## config.mk

```make
export PLATFORM = sky130hd
export DESIGN_NAME = sct_div
export DESIGN_NICKNAME = d
export VERILOG_FILES = /design/src/design/sct_pkg.sv /design/src/design/sct_div.sv
export SDC_FILE = /design/constraint.sdc
export NUM_CORES = 2
export LEC_CHECK = 0
export BUFFER_PORTS_ARGS = -buffer_cell sky130_fd_sc_hd__buf_2
export CAP_MARGIN = 20
export CORE_ASPECT_RATIO = 0.75
export CORE_MARGIN = 2
export CORE_UTILIZATION = 25
export DETAILED_ROUTE_END_ITERATION = 8
export HOLD_SLACK_MARGIN = 0.1
export SYNTH_ARGS = -nofsm -noshare
export SYNTH_HDL_FRONTEND = slang
export SYNTH_SLANG_ARGS = --single-unit
```

## constraint.sdc

```tcl
create_clock -name i_clk -period 5.03 [get_ports i_clk]
set_input_delay 1.006 -clock i_clk [delete_from_list [all_inputs] [get_ports i_clk]]
set_output_delay 1.006 -clock i_clk [all_outputs]
set_load 0.01 [all_outputs]
```

## src/design/sct_pkg.sv

```systemverilog
// Package for the 2-D segment crossing test: shared constants and the flag struct.
// No dependencies; every other file of the block but sct_det refers to it by scoped names.
`timescale 1ns / 1ps
`default_nettype none

package sct_pkg;

    // Default coordinate width, two's complement
    localparam int CoordWidthDef = 16;

    // Fraction bits of each crossing parameter
    localparam int FracBits   = 16;
    localparam int ParamWidth = FracBits + 1;

    // Crossing parameter of exactly 1.0
    localparam logic [ParamWidth-1:0] ParamOne = {1'b1, {FracBits{1'b0}}};

    // Per-item status that rides along with the divider data
    typedef struct packed {
        logic par;  // denominator is zero
        logic ok1;  // first parameter lies in [0,1]
        logic ok2;  // second parameter lies in [0,1]
        logic eq1;  // first parameter is exactly 1.0
        logic eq2;  // second parameter is exactly 1.0
    } t_flags;

endpackage

`default_nettype wire

```

## src/design/sct_div.sv

```systemverilog
// Pipelined restoring divider pair: one quotient bit of each parameter per stage.
// Depends on sct_pkg for the fraction width and the flag struct.
`timescale 1ns / 1ps
`default_nettype none

module sct_div #(
    parameter int DET_WIDTH = 35
) (
    input  wire logic                              i_clk,
    input  wire logic                              i_rst_n,
    input  wire logic                              i_en,
    input  wire logic                              i_valid,
    input  wire logic [DET_WIDTH-1:0]              i_n1,
    input  wire logic [DET_WIDTH-1:0]              i_n2,
    input  wire logic [DET_WIDTH-1:0]              i_d,
    input  wire sct_pkg::t_flags                   i_flags,
    output logic                                   o_valid,
    output logic [sct_pkg::FracBits-1:0]           o_q1,
    output logic [sct_pkg::FracBits-1:0]           o_q2,
    output sct_pkg::t_flags                        o_flags
);

    localparam int Steps = sct_pkg::FracBits;

    logic [Steps-1:0]         r_v;
    logic [DET_WIDTH-1:0]     r_rem1 [Steps];
    logic [DET_WIDTH-1:0]     r_rem2 [Steps];
    logic [DET_WIDTH-1:0]     r_d    [Steps];
    logic [Steps-1:0]         r_q1   [Steps];
    logic [Steps-1:0]         r_q2   [Steps];
    sct_pkg::t_flags          r_flags[Steps];

    logic [DET_WIDTH-1:0]     n_rem1 [Steps];
    logic [DET_WIDTH-1:0]     n_rem2 [Steps];
    logic [Steps-1:0]         n_q1   [Steps];
    logic [Steps-1:0]         n_q2   [Steps];

    // remainder stays below d, so the doubled value fits the same width
    always_comb begin
        logic [DET_WIDTH-1:0] rem1, rem2, d;
        logic [Steps-1:0]     q1, q2;
        for (int k = 0; k < Steps; k++) begin
            if (k == 0) begin
                rem1 = i_n1;
                rem2 = i_n2;
                d    = i_d;
                q1   = '0;
                q2   = '0;
            end else begin
                rem1 = r_rem1[k-1];
                rem2 = r_rem2[k-1];
                d    = r_d[k-1];
                q1   = r_q1[k-1];
                q2   = r_q2[k-1];
            end
            rem1 = {rem1[DET_WIDTH-2:0], 1'b0};
            rem2 = {rem2[DET_WIDTH-2:0], 1'b0};
            if (rem1 >= d) begin
                n_rem1[k] = rem1 - d;
                n_q1[k]   = {q1[Steps-2:0], 1'b1};
            end else begin
                n_rem1[k] = rem1;
                n_q1[k]   = {q1[Steps-2:0], 1'b0};
            end
            if (rem2 >= d) begin
                n_rem2[k] = rem2 - d;
                n_q2[k]   = {q2[Steps-2:0], 1'b1};
            end else begin
                n_rem2[k] = rem2;
                n_q2[k]   = {q2[Steps-2:0], 1'b0};
            end
        end
    end

    always_ff @(posedge i_clk) begin
        if (!i_rst_n) begin
            r_v <= '0;
        end else if (i_en) begin
            r_v <= {r_v[Steps-2:0], i_valid};
        end
    end

    always_ff @(posedge i_clk) begin
        if (i_en) begin
            for (int k = 0; k < Steps; k++) begin
                r_rem1[k]  <= n_rem1[k];
                r_rem2[k]  <= n_rem2[k];
                r_q1[k]    <= n_q1[k];
                r_q2[k]    <= n_q2[k];
                r_d[k]     <= (k == 0) ? i_d : r_d[k-1];
                r_flags[k] <= (k == 0) ? i_flags : r_flags[k-1];
            end
        end
    end

    assign o_valid = r_v[Steps-1];
    assign o_q1    = r_q1[Steps-1];
    assign o_q2    = r_q2[Steps-1];
    assign o_flags = r_flags[Steps-1];

endmodule

`default_nettype wire
```

==> results.json <==
{
  "status": "completed",
  "internal-power_mw": 53.0,
  "cts_buffers": 206,
  "swShare_pct": 41.4,
  "drv_cap": 0,
  "hpwl_um": 293000,
  "via_per_inst": 4.90,
  "grt_pass1_wl_um": 549000,
  "port_buffers": 149,
  "p_leak_nw": 56.3,
  "ioPinCount": 152,
  "switchingPower_mw": 37.5,
  "yosysWarnings": 0,
  "finalCriticalPeriod_ns": 4.71,
  "cp.arrival_ns": 5.30,
  "drt_iter0_drc": 9752,
  "end_kind": "register",
  "cts_resized": 0,
  "power_mw": 90.5,
  "ys.flop_type": "edfxtp_1",
  "ctsHoldBuffers": 0,
  "power_frac_clock_pct": 17.4,
  "cts_max_level": 4,
  "finalHoldViolations": 0,
  "fmaxAchievable_mhz": 213,
  "drv_slew": 0,
  "fp.dieH_um": 616,
  "grt-ovfl-total": 0,
  "final_common_cell": "edfxtp_1",
  "grt_usage_pct": 14.0,
  "reg2reg_depth": 10,
  "worstSetupStartpointType": "register",
  "cts_sinks": 1913,
  "antenna_found_initial": 6,
  "pwr-share-comb_pct": 51.7,
  "synth_edf_count": 1897,
  "grt_pass1_vias": 85740,
  "vias": 91760,
  "nets": 13138,
  "p_seq_share_pct": 31.0,
  "syn_nets": 12945,
  "synthArstFlopShare_pct": 0,
  "finClkSkew_ns": 0.130,
  "crit_type": "reg -> reg",
  "clock_latency_ns": 0.96,
  "synth-seq-cells": 1913,
  "area_growth_syn_to_layout_pct": 13.2,
  "initial_core_util_pct": 25.1,
  "postCtsSetupRepairBufs": 0,
  "gp_congestion": 0.933,
  "cts_tree": "built",
  "cts_buffer_depth": 4,
  "drt-total-wl_um": 368000,
  "drtPass1Iterations": 8,
  "wl_per_cell_um": 19.7,
  "core_um2": 497000,
  "drive_above_1_share_pct": 10.9,
  "hold_path.class": "in -> reg",
  "synth_area_per_cell_um2": 10.7,
  "hold_depth": 1,
  "grt_max_degree": 129,
  "cp_max_fo": 41,
  "fin_tns_setup_ns": 0,
  "rows": 224,
  "ys_seq_area_share_pct": 45.9,
  "die_area_um2": 505000,
  "synth.distinct_cells": 96,
  "fin_crit_sh_pct": 93.5,
  "irDropWorstVdd_mv": 0.373,
  "cts_root_buf": "clkbuf_16",
  "most-common-layout-cells": "1897 x edfxtp_1, 1118 x ha_1, 996 x a21oi_1",
  "rsz0062_at_grt": "no",
  "mappedNetlistArea_um2": 125000,
  "drcViolationCount": 0,
  "die_x_um": 820,
  "powerDensity_nw_per_um2": 641,
  "finalSetupViolations": 0,
  "slew_headroom_pct": 26.6,
  "syn-instance-count": 11683,
  "ant_nets": 0,
  "clkTransAtPathRegs_ns": 0.07,
  "worstMarginPinSlew_ns": 1.09,
  "cp_data_required_time_ns": 5.62
}
synth_stat cells, types with 18 or more instances:
library cell  number  share of area (%)
and3_1            94               0.47
a211oi_1          93               0.56
nand4_1          175               0.88
a211o_1           47               0.33
nor2_1           597                1.8
a41oi_1           22               0.15
and4_1            29               0.20
o22ai_1           20               0.10
edfxtp_1        1897                 46
a21boi_0          26               0.16
o21ai_0          805                3.2
clkbuf_1         240               0.72
nor2b_1          142               0.71
o41ai_1           21               0.15
nor3b_1           18               0.11
a221oi_1          25               0.18
nor4_1            40               0.20
buf_2             47               0.19
a21o_1           607                3.7
inv_1            806                2.4
mux2_2           575                5.2
a31o_2            36               0.25
nand2b_1          90               0.45
o31ai_1           52               0.31
o211ai_1          67               0.40
xor2_1           347                2.4
or3_1             61               0.31
o21a_1           114               0.69
nand3_1          212               0.85
o31a_1            18               0.13
o21bai_1         125               0.75
nor3_1           139               0.56
fa_1              30               0.48
o2111ai_1         25               0.18
or2_2             34               0.17
ha_1            1118                 11
a21oi_1          998                4.0
mux2i_1           27               0.22
a221o_1           20               0.16
a31oi_1          135               0.68
nand2_1          822                2.5
and2_1            96               0.48
xnor2_1          530                3.7
worst max-delay path: stages (launching register included):
cell,delay (ns)
edfxtp_1,0.44
ha_1,0.44
nand4_1,0.24
nor3_1,0.39
and3_1,0.20
nand3_1,0.07
o21bai_1,0.47
a211oi_1,0.31
a221oi_1,0.41
o22a_2,0.88
mux2_2,0.42
cell families after synthesis:
kind of cell	synth area share, %
mux	5.42
compound gates	17.4
buf+inv	3.44
xor+xnor	6.16
simple gates	9.95
flops	45.9
fa+ha+maj	11.7
metal layers:
metal	track usage (%)	vias up	routed length, µm
li1	-	44125	-
met1	22.6	44374	191000
met2	19.1	2900	142000
met3	2.52	361	28100
met4	2.51	0	6490
met5	0	-	0
power by group through the flow:
| stage | registers, mW | clock network (mW) | logic (mW) |
|---|---|---|---|
| detailed placement | 28.3 | 0 | 45.7 |
| global placement | 28.3 | 0 | 45.4 |
| finish | 28.0 | 15.7 | 46.8 |
| floorplan | 26.1 | 0 | 33.6 |
| global route | 28.4 | 16.8 | 51.2 |
| CTS | 28.0 | 16.3 | 46.0 |
registers in the layout (all words and copies together), names as in the netlist:
| name | count |
|---|---|
| r_d | 525 |
| r_flags | 80 |
| r_rem1 | 510 |
| r_q2 | 136 |
| r_rem2 | 510 |
| r_v | 16 |
| r_q1 | 136 |
final cells by class:
type / count / area (µm²)
Antenna cell: 4 / 10.0
Clock buffer: 237 / 5350
Clock inverter: 138 / 1450
Fill cell: 51671 / 355000
Inverter: 807 / 3030
Multi-Input combinational cell: 8653 / 63400
Sequential cell: 1913 / 57300
Tap cell: 6667 / 8340
Timing Repair Buffer: 295 / 2280
stage by stage:
| stage | hold WS (ns) | setup WS, ns | util, % | instance area [µm²] | instances |
|---|---|---|---|---|---|
| floorplan | 0.400 | 1.13 | - | 125000 | 11683 |
| global placement | 0.401 | 0.131 | 27.1 | 134000 | 18335 |
| detailed placement | 0.405 | 0.192 | 27.1 | 134000 | 18335 |
| CTS | 0.173 | 0.512 | 28.4 | 141000 | 18710 |
| global route | 0.210 | 0.246 | 28.4 | 141000 | 18711 |
| finish | 0.271 | 0.325 | 28.4 | 141000 | 18714 |
worst paths after layout:
check	to	slack (ns)	startpoint
worst max-delay path	r_rem1[0][250]	0.32	r_rem1[0][229]
worst max register to register	r_rem1[0][250]	0.32	r_rem1[0][229]
worst min-delay path	r_d[0][7]	0.27	i_d[7]
worst min register to register	r_flags[1][37]	0.33	r_flags[1][32]
No activity file was read; power rests on OpenSTA's default activity.
