File: src/design/sct_pkg.sv
// Package for the 2-D segment crossing test: shared constants and the flag struct.
// No dependencies; every other file of the block but sct_det refers to it by scoped names.
`timescale 1ns / 1ps
`default_nettype none

package sct_pkg;

    // Default coordinate width, two's complement
    localparam int CoordWidthDef = 16;

    // Fraction bits of each crossing parameter
    localparam int FracBits   = 16;
    localparam int ParamWidth = FracBits + 1;

    // Crossing parameter of exactly 1.0
    localparam logic [ParamWidth-1:0] ParamOne = {1'b1, {FracBits{1'b0}}};

    // Per-item status that rides along with the divider data
    typedef struct packed {
        logic par;  // denominator is zero
        logic ok1;  // first parameter lies in [0,1]
        logic ok2;  // second parameter lies in [0,1]
        logic eq1;  // first parameter is exactly 1.0
        logic eq2;  // second parameter is exactly 1.0
    } t_flags;

endpackage

`default_nettype wire

File: src/design/sct_norm.sv
// Sign normalization: makes the denominator non-negative and range-checks both numerators.
// One register stage; depends on sct_pkg for the flag struct.
`timescale 1ns / 1ps
`default_nettype none

module sct_norm #(
    parameter int DET_WIDTH = 35
) (
    input  wire logic                          i_clk,
    input  wire logic                          i_rst_n,
    input  wire logic                          i_en,
    input  wire logic                          i_valid,
    input  wire logic signed [DET_WIDTH-1:0]   i_r,
    input  wire logic signed [DET_WIDTH-1:0]   i_x,
    input  wire logic signed [DET_WIDTH-1:0]   i_s,
    output logic                               o_valid,
    output logic [DET_WIDTH-1:0]               o_n1,
    output logic [DET_WIDTH-1:0]               o_n2,
    output logic [DET_WIDTH-1:0]               o_d,
    output sct_pkg::t_flags                    o_flags
);

    logic                        r_v;
    logic [DET_WIDTH-1:0]        r_n1, r_n2, r_d;
    sct_pkg::t_flags             r_flags;

    logic                        s_neg;
    logic signed [DET_WIDTH-1:0] n_n1, n_n2;
    logic [DET_WIDTH-1:0]        n_d;
    sct_pkg::t_flags             n_flags;

    // t = -R/S, s = -X/S; flip all signs when S is negative
    always_comb begin
        s_neg = i_s[DET_WIDTH-1];
        n_n1  = s_neg ? i_r : -i_r;
        n_n2  = s_neg ? i_x : -i_x;
        n_d   = s_neg ? DET_WIDTH'(-i_s) : DET_WIDTH'(i_s);
        n_flags.par = (i_s == '0);
        n_flags.ok1 = !n_n1[DET_WIDTH-1] && ($unsigned(n_n1) <= n_d);
        n_flags.ok2 = !n_n2[DET_WIDTH-1] && ($unsigned(n_n2) <= n_d);
        n_flags.eq1 = ($unsigned(n_n1) == n_d);
        n_flags.eq2 = ($unsigned(n_n2) == n_d);
    end

    always_ff @(posedge i_clk) begin
        if (!i_rst_n) begin
            r_v <= 1'b0;
        end else if (i_en) begin
            r_v <= i_valid;
        end
    end

    always_ff @(posedge i_clk) begin
        if (i_en) begin
            r_n1    <= $unsigned(n_n1);
            r_n2    <= $unsigned(n_n2);
            r_d     <= n_d;
            r_flags <= n_flags;
        end
    end

    assign o_valid = r_v;
    assign o_n1    = r_n1;
    assign o_n2    = r_n2;
    assign o_d     = r_d;
    assign o_flags = r_flags;

endmodule

`default_nettype wire

File: config.mk
export PLATFORM = sky130hd
export DESIGN_NAME = sct_norm
export DESIGN_NICKNAME = d
export VERILOG_FILES = /design/src/design/sct_pkg.sv /design/src/design/sct_norm.sv
export SDC_FILE = /design/constraint.sdc
export NUM_CORES = 1
export LEC_CHECK = 0
export ABC_CLOCK_PERIOD_IN_PS = 12400
export BUFFER_PORTS_ARGS = -buffer_cell sky130_fd_sc_hd__buf_2
export CAP_MARGIN = 0
export CORE_MARGIN = 8
export CORE_UTILIZATION = 40
export DETAILED_ROUTE_END_ITERATION = 8
export PLACE_DENSITY = 0.61
export SLEW_MARGIN = 20
export SYNTH_ARGS = -nofsm -noshare
export SYNTH_HDL_FRONTEND = slang
export SYNTH_SLANG_ARGS = --single-unit
File: constraint.sdc
create_clock -name i_clk -period 12.4 [get_ports i_clk]
set_input_delay 0.62 -clock i_clk [delete_from_list [all_inputs] [get_ports i_clk]]
set_output_delay 0.62 -clock i_clk [all_outputs]
set_load 0.01 [all_outputs]
==> results.py, run 1 <==
metrics = {
    "status": {
        "status": "finished, final reports clean",
    },
    "final_layout": {
        "final_area_um2": 9100,
        "drive_gt1_share_pct": 27.7,
        "stdcell_count": 1158,
        "multi_input_area_um2": 3880,
        "seq_area_um2": 3320,
        "nets": 1095,
        "nFillCells": 1769,
        "post-route-util_pct": 49.1,
        "area_delta_synth_final_pct": 22.2,
    },
    "drt": {
        "via_count": 6190,
        "route.detailed.drc": 0,
        "routed_wirelength_um": 23500,
        "wl_per_cell_um": 20.3,
        "final_antenna_net_count": 0,
        "vias_per_cell": 5.35,
        "dr.pass1.iters": 4,
        "drt-initial-drc-count": 364,
    },
    "clock_tree": {
        "cts_buffer_depth": 2,
        "cts_resized": 0,
        "cts_tree": "done",
        "cts.htree.levels": 3,
        "cts_made_buffers": 9,
        "ctsHoldBuffers": 0,
        "cts_sinks": 111,
        "clk_latency_ns": 0.36,
        "cts_setup_buffers": 0,
        "clk_pin_slew_ns": 0.08,
        "root_buffer": "clkbuf_16",
    },
    "power_and_ir_drop": {
        "sequentialPowerShare_pct": 45.3,
        "p_per_area_nw_per_um2": 114,
        "switching_power_uw": 315,
        "p_comb_share_pct": 26.5,
        "p_int_uw": 726,
        "p_leak_nw": 3.89,
        "p_total_mw": 1.04,
        "max-vdd-ir-drop_v": 0.0000649,
        "netSwitchingFraction_pct": 30.3,
        "clock_power_share_pct": 28.2,
    },
    "placement": {
        "dp.cells": 1140,
        "io_buffer_count": 219,
        "place_area_um2": 8810,
        "place.gp.congestion": 0.885,
        "dp_hpwl_um": 18700,
    },
    "logic_synthesis": {
        "synth_nets": 876,
        "ys.flop_type": "edfxtp_1",
        "syn_avg_cell_area_um2": 10.7,
        "ys_async_sr_fraction_pct": 0,
        "ys_ff_latch": 111,
        "netlist_area_um2": 7450,
        "synth-edff-count": 110,
        "synth_seq_area_share_pct": 44.6,
        "postSynthCellCount": 698,
        "yosysUniqueCellTypes": 59,
        "yosysWarnings": 0,
    },
    "die": {
        "initial_core_util_pct": 40.2,
        "die_y_um": 152,
        "core_um2": 18500,
        "io_pins": 220,
        "chipWidth_um": 152,
        "rows": 50,
        "die_area_um2": 23200,
    },
    "sta": {
        "slew_viol_final": 0,
        "setup_viol": 0,
        "rsz0062_at_grt": "false",
        "clock_skew_ns": 0,
        "fmax_mhz": 201,
        "worst_pin_slew_ns": 1.01,
        "fin_crit_ns": 4.96,
        "post-route-period-util_pct": 40.0,
        "hold_viol": 0,
        "max_slew_margin_pct": 32.2,
        "tns_ns": 0,
    },
    "worst_setup_path": {
        "crit_type": "input port to flip-flop",
        "r2r_slack_ns": 11.82,
        "startpoint_type": "input port",
        "cp_max_fo": 4,
        "end_kind": "flip-flop",
        "required_ns": 12.62,
        "arrival_ns": 5.18,
    },
    "global_routing": {
        "grt_pass1_vias": 6277,
        "antenna_found_initial": 2,
        "grt_max_degree": 66,
        "grt_usage_pct": 20.1,
        "grt_pass1_wl_um": 36200,
        "globalRoute.totalOverflow": 0,
    },
    "min_path": {
        "hold_class": "input port to flip-flop",
    },
    "flow_run": {
        "maxCapViolCount": 0,
    },
}
==> cells by family after synthesis <==
logic type	synth area share, %
AOI/OAI and AO/OA	12.5
xor gates and xnor gates	12.0
adders and majority gates	11.9
buffers and inverters	3.23
DFF	44.6
muxes	0.437
and+or+nand+nor	15.4
==> power by group through the flow <==
stage               clock (mW)  sequential (mW)  combinational (mW)
floorplan                    0            0.499               0.134
detailed placement           0            0.480               0.276
finish                   0.293            0.472               0.276
global route             0.312            0.475               0.308
CTS                      0.300            0.473               0.278
global placement             0            0.480               0.274
==> per-layer routing <==
metal  up-vias  GRT usage, %  wire length (µm)
li1       3050             -                 -
met1      2909          25.1             10400
met2       208          34.2             11400
met3        23          4.34              1290
met4         0          5.94               408
met5         -             0                 0
==> cells in the mapped netlist, drive strengths merged, types with 5 or more instances <==
cell	instances	area, µm²
a211oi	8	60.1
a21o	14	105
a21oi	44	220
a31oi	10	62.6
and4	5	43.8
clkbuf	12	45.0
edfxtp	110	3300
ha	69	863
inv	49	184
nand2	27	101
nand2b	6	37.5
nand3	10	50.1
nand4	15	93.8
nor2	58	218
nor2b	8	50.1
nor3	20	100
nor4	15	136
o21ai	24	120
o31ai	10	75.1
o41ai	8	88.8
or2	6	37.5
or3	8	50.1
or4	14	116
xnor2	44	385
xor2	58	508
==> state kept, by name (all words and copies together), names as in the netlist <==
register  cells
o_valid       1
o_flags       5
o_n1         35
o_n2         35
o_d          35
==> through the flow <==
step | setup WS [ns] | hold WS, ns
CTS | 7.50 | 0.464
global placement | 7.17 | 0.494
global route | 7.23 | 0.476
floorplan | 7.95 | 0.538
finish | 7.44 | 0.470
detailed placement | 7.12 | 0.498
==> area by class of cell <==
type / count / share of cell area, %
antenna: 2 / 0.0550
clock inverter: 5 / 0.536
clock buffer: 11 / 2.56
multi-input combinational: 523 / 42.7
tap: 234 / 3.22
sequential: 111 / 36.5
inverter: 49 / 2.02
timing repair buffer: 223 / 12.4
==> final timing paths <==
kind              startpoint         end  depth (start not counted)
setup / recovery      i_s[5]  o_flags[3]                         16
hold / removal       i_rst_n     o_valid                          2
setup reg to reg     o_valid     o_valid                          2
hold reg to reg      o_valid     o_valid                          2
==> worst max-delay path, cell delays in order <==
cell and delay, ns:
buf_2 0.13, nor4_4 0.38, nand4_1 0.37, or3_1 0.48
or4_4 0.55, or4_4 0.47, o41ai_4 0.30, xor2_1 0.30
ha_1 0.30, a21o_1 0.16, a21o_1 0.16, a21oi_1 0.13
o21ai_0 0.15, a211o_1 0.30, a211o_1 0.22, a31oi_1 0.15
==> layout by cell type, fill, tap and decap left out, types with 5 or more instances in the layout <==
master / count
buf_2: 218
edfxtp_1: 110
ha_1: 69
nor2_1: 58
xor2_1: 58
inv_1: 47
a21oi_1: 44
xnor2_1: 44
nand2_1: 27
nor3_1: 20
o21ai_0: 18
nand4_1: 15
a21o_1: 14
nor4_1: 11
or4_1: 11
nand3_1: 10
o31ai_1: 10
a31oi_1: 10
clkbuf_16: 9
or3_1: 8
nor2b_1: 8
a211oi_1: 8
o41ai_1: 7
o21ai_1: 6
nand2b_1: 6
or2_2: 5
and4_1: 5
buf_4: 5
Note: power is estimated with default switching activity, not from simulation.
==> inputs of run 2 (changes only) <==
--- a/config.mk
+++ b/config.mk
@@ -5,13 +5,13 @@
 export SDC_FILE = /design/constraint.sdc
 export NUM_CORES = 1
 export LEC_CHECK = 0
-export ABC_CLOCK_PERIOD_IN_PS = 12400
+export ABC_CLOCK_PERIOD_IN_PS = 4300
 export BUFFER_PORTS_ARGS = -buffer_cell sky130_fd_sc_hd__buf_2
 export CAP_MARGIN = 0
 export CORE_MARGIN = 8
 export CORE_UTILIZATION = 40
 export DETAILED_ROUTE_END_ITERATION = 8
-export PLACE_DENSITY = 0.61
+export PLACE_DENSITY = 0.64
 export SLEW_MARGIN = 20
 export SYNTH_ARGS = -nofsm -noshare
 export SYNTH_HDL_FRONTEND = slang
==> constraint.sdc (replaced) <==
create_clock -name i_clk -period 4.3 [get_ports i_clk]
set_input_delay 0.215 -clock i_clk [delete_from_list [all_inputs] [get_ports i_clk]]
set_output_delay 0.215 -clock i_clk [all_outputs]
set_load 0.01 [all_outputs]
==> results.py, run 2 (synthesis gave the netlist of run 1 again) <==
metrics = {
    "placement": {
        "dp_hpwl_um": 19400,
        "place.gp.congestion": 0.873,
        "io_buffer_count": 219,
        "place_ws_ns": -0.314,
    },
    "worst_setup_path": {
        "cp_slowest_cell": "or4_4",
        "r2r_slack_ns": 3.71,
        "crit_chain": "buf_2, nor4_4, nand4_1, or3_4, or4_4, or4_4, o41ai_4, xor2_1, buf_4, buf_4, ha_1, nand4_1, nor2_1, nand3_1, nor4_1, a31o_2, a31o_1",
        "path_delay_family": "simple AND/OR/NAND/NOR gates",
        "crit_type": "input port to flip-flop",
        "cpPeakStageDelay_ns": 0.53,
        "required_ns": 4.53,
        "crit_buf_inv": 3,
        "end_kind": "flip-flop",
        "arrival_ns": 4.36,
        "cp_max_fo": 3,
        "startpoint_type": "input port",
        "cp.depth": 17,
        "reg2regPathDepth": 2,
    },
    "sta": {
        "tns_ns": 0,
        "fmax_mhz": 242,
        "layout_setup_ws_ns": 0.165,
        "fin_crit_ns": 4.13,
        "hold_ws_ns": 0.0634,
        "setup_viol": 0,
        "post-route-period-util_pct": 96.2,
        "clock_skew_ns": 0,
        "slew_viol_final": 0,
        "worst_pin_slew_ns": 0.698,
        "rsz0062_at_grt": "true",
        "hold_viol": 0,
        "max_slew_margin_pct": 53.4,
    },
    "final_layout": {
        "area_delta_synth_final_pct": 27.2,
        "drive_gt1_share_pct": 30.8,
        "multi_input_area_um2": 3900,
        "layout_commonest_cell": "buf_2",
        "seq_area_um2": 3320,
        "final_cell_mix": "buf_2 (217), edfxtp_1 (110), ha_1 (68)",
        "post-route-util_pct": 51.1,
        "nets": 1131,
        "nFillCells": 1725,
    },
    "die": {
        "die_y_um": 152,
        "rows": 50,
        "initial_core_util_pct": 40.2,
        "io_pins": 220,
        "die_area_um2": 23200,
        "core_um2": 18500,
        "chipWidth_um": 152,
    },
    "power_and_ir_drop": {
        "p_comb_share_pct": 25.9,
        "netSwitchingFraction_pct": 29.3,
        "p_int_mw": 2.24,
        "p_leak_nw": 4.09,
        "max-vdd-ir-drop_v": 0.000183,
        "clock_power_share_pct": 31.1,
        "sequentialPowerShare_pct": 43.0,
        "switching_power_uw": 929,
        "p_per_area_nw_per_um2": 334,
    },
    "drt": {
        "routed_wirelength_um": 23800,
        "vias_per_cell": 5.36,
        "final_antenna_net_count": 0,
        "via_count": 6420,
        "route.detailed.drc": 0,
        "dr.pass1.iters": 5,
        "drt-initial-drc-count": 456,
        "wl_per_cell_um": 19.9,
    },
    "flow_run": {
        "maxCapViolCount": 0,
    },
    "clock_tree": {
        "clk_pin_slew_ns": 0.08,
        "cts_tree": "done",
        "root_buffer": "clkbuf_16",
        "cts_buffer_depth": 2,
        "ctsHoldBuffers": 0,
        "cts_made_buffers": 9,
        "cts.htree.levels": 3,
        "clk_latency_ns": 0.36,
        "cts_sinks": 111,
    },
    "min_path": {
        "hold_path_depth": 1,
        "hold_class": "input port to flip-flop",
    },
    "global_routing": {
        "globalRoute.totalOverflow": 0,
        "grt_max_degree": 51,
        "grt_pass1_vias": 6482,
        "antenna_found_initial": 5,
        "grt_pass1_wl_um": 36200,
        "grt_usage_pct": 20.0,
    },
    "status": {
        "status": "finished, final reports clean",
    },
}
==> run 2: cell types whose count changed in the layout (fill, tap and decap cells not counted), moves of 2 or more <==
| cell | previous run | this run |
|---|---|---|
| bufinv_16 | 1 | 3 |
| diode_2 | 2 | 6 |
| buf_4 | 5 | 40 |
| clkinv_2 | 3 | 0 |
==> run 2: final cells by class <==
cell class,count,share of cell area (%)
diodes,6,0.159
clock buffers,11,2.46
clock inverters,5,1.12
inverters,49,1.94
multi-input cells,523,41.2
flip-flops and latches,111,35.1
well taps,234,3.09
repair buffers,259,15.0
==> run 2: per-stage QoR <==
| step | std cells | power [mW] | cell area [µm²] |
|---|---|---|---|
| 2_1_floorplan | 698 | 1.83 | 7450 |
| 3_3_place_gp | 1172 | 2.19 | 9060 |
| 3_5_place_dp | 1172 | 2.20 | 9060 |
| 4_1_cts | 1188 | 3.18 | 9400 |
| 5_1_grt | 1196 | 3.31 | 9460 |
| 6_report | 1198 | 3.16 | 9470 |
==> run 2: final timing paths <==
path | startpoint | to
hold / removal | i_r[0] | o_n1[0]
setup reg to reg | o_valid | o_valid
setup / recovery | i_s[4] | o_flags[2]
hold reg to reg | o_valid | o_valid
==> run 2: timing repair <==
action / in CTS / in global routing
endpoints found under the setup margin: 0 / 2
resized for setup: 0 / 6
buffers inserted: 0 / 4
==> run 2: worst register-to-register path, delay by kind of cell (launching register included) <==
family        cells  cell delay [ns]
simple gates      1             0.06
flops             1             0.31
mux               1             0.12
==> run 2: routing by layer <==
layer	vias up	global-route usage, %	part of all wire (%)
met5	-	0	0.050
met4	2	6.97	2.3
met3	33	4.28	6.7
met2	222	34.4	49
met1	3034	24.3	42
li1	3129	-	-
==> run 2: power by group through the flow <==
| stage | registers (mW) | clock network [mW] | logic, mW |
|---|---|---|---|
| after global routing | 1.37 | 1.03 | 0.914 |
| final | 1.36 | 0.983 | 0.820 |
| after floorplan | 1.44 | 0 | 0.386 |
| after global placement | 1.39 | 0 | 0.801 |
| after CTS | 1.36 | 0.997 | 0.821 |
| after detailed placement | 1.39 | 0 | 0.815 |
